==> src/rtl/tcw_pkg.sv <==
// Shared types, constants and codes of the text console character writer.
`default_nettype none
package tcw_pkg;

   localparam int DEF_COLUMNS  = 80;
   localparam int DEF_ROWS     = 25;
   localparam int DEF_TAB_STOP = 8;

   localparam int CMD_W        = 2;
   localparam int REQ_TDATA_W  = 32;
   localparam int RSP_TDATA_W  = 40;
   localparam int CSR_INDEX_W  = 1;
   localparam int CSR_DATA_W   = 8;
   localparam int CELL_W       = 16;

   localparam logic [CMD_W-1:0] CMD_PRINT      = 2'd0;
   localparam logic [CMD_W-1:0] CMD_SET_CURSOR = 2'd1;
   localparam logic [CMD_W-1:0] CMD_READ_CELL  = 2'd2;

   localparam logic [7:0] CH_BACKSPACE = 8'd8;
   localparam logic [7:0] CH_TAB       = 8'd9;
   localparam logic [7:0] CH_NEWLINE   = 8'd10;
   localparam logic [7:0] CH_RETURN    = 8'd13;

   localparam logic [CSR_INDEX_W-1:0] CSR_FILL_CHAR = 1'd0;
   localparam logic [CSR_INDEX_W-1:0] CSR_FILL_ATTR = 1'd1;

   localparam logic [7:0] FILL_CHAR_RESET = 8'd32;
   localparam logic [7:0] FILL_ATTR_RESET = 8'd7;

   typedef struct packed {
      logic [CMD_W-1:0] cmd;
      logic [7:0]       ch;
      logic [3:0]       fg;
      logic [3:0]       bg;
      logic [6:0]       col;
      logic [4:0]       row;
   } req_type;

   typedef struct packed {
      logic [6:0]  cursor_col;
      logic [4:0]  cursor_row;
      logic [10:0] cursor_address;
      logic [7:0]  cell_char;
      logic [7:0]  cell_attr;
   } rsp_type;

   typedef struct packed {
      logic [7:0] fill_char;
      logic [7:0] fill_attr;
   } cfg_type;

endpackage
`default_nettype wire

==> src/rtl/tcw_seq.sv <==
// Sequencer: cursor, control codes, blanking, scrolling and clearing of the cell store.
`default_nettype none
module tcw_seq #(
   parameter int COLUMNS  = tcw_pkg::DEF_COLUMNS,
   parameter int ROWS     = tcw_pkg::DEF_ROWS,
   parameter int TAB_STOP = tcw_pkg::DEF_TAB_STOP,
   parameter int AW       = $clog2(COLUMNS * ROWS)
) (
   input  wire logic                        clock,
   input  wire logic                        reset,
   input  wire logic                        req_valid,
   output logic                             req_ready,
   input  wire tcw_pkg::req_type            req,
   input  wire tcw_pkg::cfg_type            cfg,
   input  wire logic                        out_free,
   output logic                             rsp_valid,
   output tcw_pkg::rsp_type                 rsp,
   output logic                             ram_we,
   output logic [AW-1:0]                    ram_waddr,
   output logic [tcw_pkg::CELL_W-1:0]       ram_wdata,
   output logic                             ram_re,
   output logic [AW-1:0]                    ram_raddr,
   input  wire logic [tcw_pkg::CELL_W-1:0]  ram_rdata
);
   import tcw_pkg::*;

   localparam int CELLS = COLUMNS * ROWS;
   localparam int CW    = $clog2(COLUMNS + 1);
   localparam int RW    = $clog2(ROWS);
   localparam int TD    = 2 ** CW;

   function automatic logic [TD-1:0] build_stops();
      logic [TD-1:0] t;
      for (int i = 0; i < TD; i++) begin
         t[i] = ((i % TAB_STOP) == 0);
      end
      return t;
   endfunction

   localparam logic [TD-1:0] TAB_STOPS = build_stops();

   function automatic logic [AW-1:0] cell_addr(input logic [RW-1:0] r, input logic [CW-1:0] c);
      cell_addr = AW'(r) * AW'(COLUMNS) + AW'(c);
   endfunction

   typedef enum logic [3:0] {
      S_CLEAR, S_IDLE, S_DECODE, S_READ, S_BLANK, S_BACK,
      S_WRAP, S_SCR_RD, S_SCR_WR, S_FILL, S_DONE
   } state_type;

   state_type         state_ff, state_in;
   logic [CW-1:0]     col_ff, col_in;
   logic [RW-1:0]     line_ff, line_in;
   logic [AW-1:0]     idx_ff, idx_in;
   req_type           item_ff, item_in;
   logic              tab_ff, tab_in;
   logic [CELL_W-1:0] cell_ff, cell_in;

   logic [AW-1:0] cur_addr;
   logic [7:0]    col_wide;
   logic [5:0]    row_wide;
   logic [CW-1:0] col_sat;
   logic [RW-1:0] row_sat;
   logic [CW-1:0] next_col;
   logic [7:0]    item_attr;

   assign cur_addr  = cell_addr(line_ff, col_ff);
   assign col_wide  = {1'b0, item_ff.col};
   assign row_wide  = {1'b0, item_ff.row};
   assign col_sat   = (col_wide > 8'(COLUMNS - 1)) ? CW'(COLUMNS - 1) : CW'(item_ff.col);
   assign row_sat   = (row_wide > 6'(ROWS - 1)) ? RW'(ROWS - 1) : RW'(item_ff.row);
   assign next_col  = CW'(col_ff + 1'b1);
   assign item_attr = {item_ff.bg, item_ff.fg};

   always_comb begin
      state_in  = state_ff;
      col_in    = col_ff;
      line_in   = line_ff;
      idx_in    = idx_ff;
      item_in   = item_ff;
      tab_in    = tab_ff;
      cell_in   = cell_ff;
      ram_we    = 1'b0;
      ram_waddr = cur_addr;
      ram_wdata = '0;
      ram_re    = 1'b0;
      ram_raddr = cur_addr;
      req_ready = 1'b0;
      rsp_valid = 1'b0;
      case (state_ff)
         S_CLEAR: begin
            ram_we    = 1'b1;
            ram_waddr = idx_ff;
            idx_in    = AW'(idx_ff + 1'b1);
            if (idx_ff == AW'(CELLS - 1)) begin
               state_in = S_IDLE;
            end
         end
         S_IDLE: begin
            req_ready = 1'b1;
            if (req_valid) begin
               item_in  = req;
               state_in = S_DECODE;
            end
         end
         S_DECODE: begin
            cell_in  = '0;
            state_in = S_DONE;
            case (item_ff.cmd)
               CMD_PRINT: begin
                  case (item_ff.ch)
                     CH_RETURN: begin
                        col_in = '0;
                     end
                     CH_NEWLINE: begin
                        tab_in   = 1'b0;
                        state_in = S_BLANK;
                     end
                     CH_TAB: begin
                        tab_in   = 1'b1;
                        state_in = S_BLANK;
                     end
                     CH_BACKSPACE: begin
                        if (col_ff != '0 || line_ff != '0) begin
                           state_in = S_BACK;
                           if (col_ff == '0) begin
                              col_in  = CW'(COLUMNS - 1);
                              line_in = RW'(line_ff - 1'b1);
                           end else begin
                              col_in = CW'(col_ff - 1'b1);
                           end
                        end
                     end
                     default: begin
                        ram_we    = 1'b1;
                        ram_wdata = {item_attr, item_ff.ch};
                        col_in    = next_col;
                        state_in  = S_WRAP;
                     end
                  endcase
               end
               CMD_SET_CURSOR: begin
                  col_in  = col_sat;
                  line_in = row_sat;
               end
               CMD_READ_CELL: begin
                  ram_re    = 1'b1;
                  ram_raddr = cell_addr(row_sat, col_sat);
                  state_in  = S_READ;
               end
               default: begin
                  state_in = S_DONE;
               end
            endcase
         end
         S_READ: begin
            cell_in  = ram_rdata;
            state_in = S_DONE;
         end
         S_BLANK: begin
            ram_we    = 1'b1;
            ram_wdata = {item_attr, cfg.fill_char};
            col_in    = next_col;
            if (next_col == CW'(COLUMNS) || (tab_ff && TAB_STOPS[next_col])) begin
               state_in = S_WRAP;
            end
         end
         S_BACK: begin
            ram_we    = 1'b1;
            ram_wdata = {cfg.fill_attr, cfg.fill_char};
            state_in  = S_DONE;
         end
         S_WRAP: begin
            state_in = S_DONE;
            if (col_ff == CW'(COLUMNS)) begin
               col_in = '0;
               if (line_ff < RW'(ROWS - 1)) begin
                  line_in = RW'(line_ff + 1'b1);
               end else begin
                  idx_in   = '0;
                  state_in = S_SCR_RD;
               end
            end
         end
         S_SCR_RD: begin
            ram_re    = 1'b1;
            ram_raddr = AW'(idx_ff + AW'(COLUMNS));
            state_in  = S_SCR_WR;
         end
         S_SCR_WR: begin
            ram_we    = 1'b1;
            ram_waddr = idx_ff;
            ram_wdata = ram_rdata;
            idx_in    = AW'(idx_ff + 1'b1);
            state_in  = (idx_ff == AW'(CELLS - COLUMNS - 1)) ? S_FILL : S_SCR_RD;
         end
         S_FILL: begin
            ram_we    = 1'b1;
            ram_waddr = idx_ff;
            ram_wdata = {cfg.fill_attr, cfg.fill_char};
            idx_in    = AW'(idx_ff + 1'b1);
            if (idx_ff == AW'(CELLS - 1)) begin
               state_in = S_DONE;
            end
         end
         S_DONE: begin
            if (out_free) begin
               rsp_valid = 1'b1;
               state_in  = S_IDLE;
            end
         end
         default: begin
            state_in = S_IDLE;
         end
      endcase
   end

   always_ff @(posedge clock) begin
      if (reset) begin
         state_ff <= S_CLEAR;
         col_ff   <= '0;
         line_ff  <= '0;
         idx_ff   <= '0;
      end else begin
         state_ff <= state_in;
         col_ff   <= col_in;
         line_ff  <= line_in;
         idx_ff   <= idx_in;
      end
      item_ff <= item_in;
      tab_ff  <= tab_in;
      cell_ff <= cell_in;
   end

   assign rsp.cursor_col     = 7'(col_ff);
   assign rsp.cursor_row     = 5'(line_ff);
   assign rsp.cursor_address = 11'(cur_addr);
   assign rsp.cell_char      = cell_ff[7:0];
   assign rsp.cell_attr      = cell_ff[15:8];

endmodule
`default_nettype wire

==> config.mk <==
export PLATFORM = sky130hd
export DESIGN_NAME = tcw_seq
export DESIGN_NICKNAME = d
export VERILOG_FILES = /design/src/rtl/tcw_pkg.sv /design/src/rtl/tcw_seq.sv
export SDC_FILE = /design/constraint.sdc
export NUM_CORES = 1
export LEC_CHECK = 0
export ABC_AREA = 1
export BUFFER_PORTS_ARGS = -buffer_cell sky130_fd_sc_hd__clkbuf_2
export CORE_ASPECT_RATIO = 1.2
export CORE_MARGIN = 5
export CORE_UTILIZATION = 25
export CTS_BUF_LIST = sky130_fd_sc_hd__clkbuf_16
export DETAILED_ROUTE_END_ITERATION = 7
export PLACE_DENSITY = 0.48
export SYNTH_ARGS = -nofsm -noshare
export SYNTH_HDL_FRONTEND = slang
export SYNTH_SLANG_ARGS = --single-unit
==> constraint.sdc <==
create_clock -name clock -period 6.12 [get_ports clock]
set_clock_uncertainty 0.2 [all_clocks]
set_input_delay 0.306 -clock clock [delete_from_list [all_inputs] [get_ports clock]]
set_output_delay 0.306 -clock clock [all_outputs]
set_load 0.005 [all_outputs]
==> metrics.log <==
INFO  metric ctsRootBufferMaster = sky130_fd_sc_hd__clkbuf_16
INFO  metric r2r_start = item_ff[29]
INFO  metric drt_pre_antenna_iters = 5
INFO  metric h-tree-depth = 3
INFO  metric worst_path_dominant_cell_family = adder cells
INFO  metric timing_worst_setup_path_type = flop to output pin
INFO  metric worst-slew-pin-transition = between 0.9 and 1 ns
INFO  metric fin_nets = 1013
INFO  metric synth-edff-count = between 40 and 50
INFO  metric timing.critical_path.from_type = flop
INFO  metric library_cell_with_the_largest_summed_area_after_synthesis = sky130_fd_sc_hd__edfxtp_1
INFO  metric largest_net_degree_at_the_start_of_global_routing = 31
INFO  metric min_to = cell_ff[14]
INFO  metric clkSlewWorstSetupHoldPaths = about 0.070 ns
INFO  metric list_of_cells_traversed_by_the_critical_path = nand2_1 -> inv_1 -> o21ai_0 -> nand2_1 -> inv_1 -> ha_1 -> ha_1 -> inv_1 -> fa_1 -> xnor2_1 -> nand3_1 -> a21oi_1 -> o21a_1 -> o21bai_1 -> clkbuf_2
INFO  metric critical-path-top-cell-by-count = sky130_fd_sc_hd__inv_1
INFO  metric synth-async-reset-ratio = 0
INFO  metric post_synth_inst_count = 754
INFO  metric min-delay-start = ram_rdata[14]
INFO  metric yosys_register_bits = 74
INFO  metric critPathMaxFanout = 4
INFO  metric final-max-slew-violation-count = 0
INFO  metric critical_path_arrival = between 2 and 3 ns
INFO  metric cp_max_stage_delay = roughly 0.41 ns
INFO  metric synthTopCellsByArea = sky130_fd_sc_hd__edfxtp_1 25%, sky130_fd_sc_hd__nand2_1 12%, sky130_fd_sc_hd__dfxtp_1 9.7%
INFO  metric maxClockFrequency = around 290 MHz
INFO  metric n_antenna_cell = 0
INFO  metric route.vias.total = ~5600
INFO  metric drt_drc = 0
INFO  metric crit_path_end_kind = output pin
INFO  metric setup_tns = 0 ns
INFO  metric layout_setup_ws = 2.63 ns
INFO  metric timing.final.hold_violations = 0
INFO  metric number_of_global_route_vias_before_repair = about 5600
INFO  metric powerDensity = 224 nW/um^2
INFO  metric floorplan.core_area = 21800 sq um
INFO  metric antenna_found_initial = 0
INFO  metric leftover_overflow_at_the_end_of_global_routing = 0
INFO  metric netlist.area_leader.share = 0.254
INFO  metric syn-mean-instance-area = approximately 7.4 sq um
INFO  metric min_period_over_period = 0.571
INFO  metric place.gp.congestion = 0.855
INFO  metric hold_ws = 0.0639 ns
INFO  metric yosysUniqueCellTypes = between 40 and 50
INFO  metric wire_length_per_cell_after_detailed_routing = around 16 um
INFO  metric clock_latency = roughly 0.35 ns
INFO  metric drt_first_iter_violations = between 400 and 500
INFO  metric dieArea = 25300 sq um
INFO  metric tritoncts_num_sinks = 74
INFO  metric pre_cts_ws = slightly below 3 ns
INFO  metric netlist_area_before_placement = 5550 sq um
INFO  metric post_route_cells_drive_above_1_share = 0.233
INFO  metric detail-route-antenna-nets = 0
INFO  metric ctsLongestPathBuffers = 2
INFO  metric critPathRequiredTime = around 5.6 ns
INFO  metric timing.critical_path.buf_inv = 4
INFO  metric hold_path_class = primary input to flop
INFO  metric detail_route.vias_per_cell = roughly 4.7
INFO  metric r2r.worst_path.cells = 8
INFO  metric setup.reg_to_reg.worst_slack = 3.39 ns
INFO  metric cts_repair_resize_count = 0
INFO  metric cp-startpoint = item_ff[3]
INFO  metric cpMaxStageDelayCell = sky130_fd_sc_hd__edfxtp_1
INFO  metric ys_dominant_reg_cell = sky130_fd_sc_hd__edfxtp_1
INFO  metric place_hpwl = 14900 um
INFO  metric maxCapViolations = 0
INFO  metric synth_fp_nets = 850
INFO  metric die_x = 146 um
INFO  metric critical_path.reg2reg.endpoint = line_ff[4]
INFO  metric min_path_cells = 3
INFO  metric area_growth_syn_to_layout = 27.9%
INFO  metric io_buffers = roughly 150
INFO  metric run_status = finished clean
INFO  metric postRouteWirelength = 19000 um
INFO  metric synth_sequential_area_ratio = 0.352
INFO  metric grt_pass1_wl = between 30000 and 40000 um
INFO  metric final_period_minus_worst_setup_slack = between 3 and 4 ns
INFO  metric ios = between 100 and 150
INFO  metric tritoncts = built
INFO  metric die-height = between 150 and 200 um
INFO  metric rsz_0062_raised_after_global_routing = no
INFO  metric p_leak = between 3 and 4 nW
INFO  metric fillers = about 2400
INFO  metric initial_core_util = 0.255
INFO  metric slew_headroom = 0.362
INFO  metric grtUsageTotal = 0.150
INFO  metric cts-buffers-inserted = 9
INFO  metric ir_drop = approximately 0.13 mV
INFO  metric setup_viol_count_final = 0
INFO  metric floorplan.rows = slightly below 60
INFO  metric synth.yosys.warnings = 0
[sequential cells by signal, summed over array words and instances, names as in the netlist]
signal / cells
idx_ff: 11
item_ff: 15
col_ff: 7
col_wide: 7
item_attr: 8
line_ff: 5
cell_ff: 16
tab_ff: 1
state_ff: 4
[through the flow]
stage	util	total power, W	std cells	cell area (sq um)
floorplan	-	0.000876	754	5550
global placement	0.298	0.00102	1150	6490
detailed placement	0.298	0.00102	1150	6490
CTS	0.326	0.00161	1196	7100
global route	0.326	0.00169	1196	7100
finish	0.326	0.00159	1196	7100
[synthesized netlist by cell type, drive strengths merged (2+ instances only)]
master  instances
xnor2           3
o221ai          6
o211ai          5
inv           104
nand2         180
or2             2
o21ai          41
edfxtp         47
dfxtp          27
o21a            2
nand4          11
clkbuf         11
a31oi           3
xor2           17
fa              4
o21bai          2
a21oi          49
nand3          59
clkinv          2
ha             26
o22ai           2
nor3           11
a22oi          17
nor2          106
buf            14
[worst max path at each step]
stage	end	slack [ns]	cells past startpoint
2_1_floorplan	col_wide[0]	3.34	6
6_report	ram_raddr[10]	2.63	15
3_5_place_dp	ram_raddr[10]	2.98	15
4_1_cts	ram_raddr[10]	2.60	15
5_1_grt	ram_raddr[10]	2.34	15
3_3_place_gp	ram_raddr[10]	3.08	15
[layout make-up]
type                       count  area (sq um)  area share
tap                          274           343      0.0483
clock inverter                 7          83.8      0.0118
timing repair buffer         177          1040       0.146
clock buffer                   9           225      0.0317
multi-input combinational    549          3050       0.430
sequential                    74          1950       0.275
inverter                     106           402      0.0566
[routing by layer]
layer	share of wire	routed length [um]	track usage
met5	0	0	0
met4	0.022	418	0.0525
met3	0.056	1060	0.0309
met2	0.49	9210	0.261
met1	0.44	8260	0.184
[tightest hold or removal path, delay by kind of cell]
kind / cells / cell delay (ns)
buffers and inverters: 2 / 0.11
AND/OR/NAND/NOR: 1 / 0.08
[where the power goes]
| part | switching, W | total [W] | internal [W] |
|---|---|---|---|
| combinational | 0.000267 | 0.000413 | 0.000147 |
| sequential | 0.0000354 | 0.000608 | 0.000572 |
| clock | 0.000242 | 0.000566 | 0.000324 |
| total | 0.000545 | 0.00159 | 0.00104 |
[cell usage in the layout (no fill, tap or decap), drive strengths merged]
cell type / instances
xnor2: 3
dlygate4sd3: 30
fa: 4
nand3b: 1
bufinv: 1
nor3: 11
o21bai: 2
clkbuf: 155
a22oi: 17
nor4: 1
dfxtp: 27
nand4: 11
or2: 2
o22ai: 2
a31oi: 3
clkinv: 3
a21oi: 49
o21a: 2
ha: 26
o31ai: 1
o221ai: 6
o21ai: 41
buf: 1
nand2: 180
nor2: 106
edfxtp: 47
o211ai: 5
clkinvlp: 1
xor2: 17
inv: 108
nand3: 59
[what timing repair did]
item	CTS	global route
hold buffers	30	0
setup endpoints to repair	0	0
endpoints found under the hold margin	30	0
buffers inserted	0	0
[kinds of logic (layout without fill, tap and decap cells)]
| family | count (synthesis) | after routing | share of synthesized area |
|---|---|---|---|
| DFF | 74 | 74 | 0.352 |
| xor gates and xnor gates | 20 | 20 | 0.0316 |
| AOI/OAI and AO/OA | 128 | 128 | 0.138 |
| adders and majority gates | 30 | 30 | 0.0731 |
| buffers and inverters | 131 | 299 | 0.0990 |
| and+or+nand+nor | 371 | 371 | 0.307 |
No activity file was read; power rests on OpenSTA's default activity.
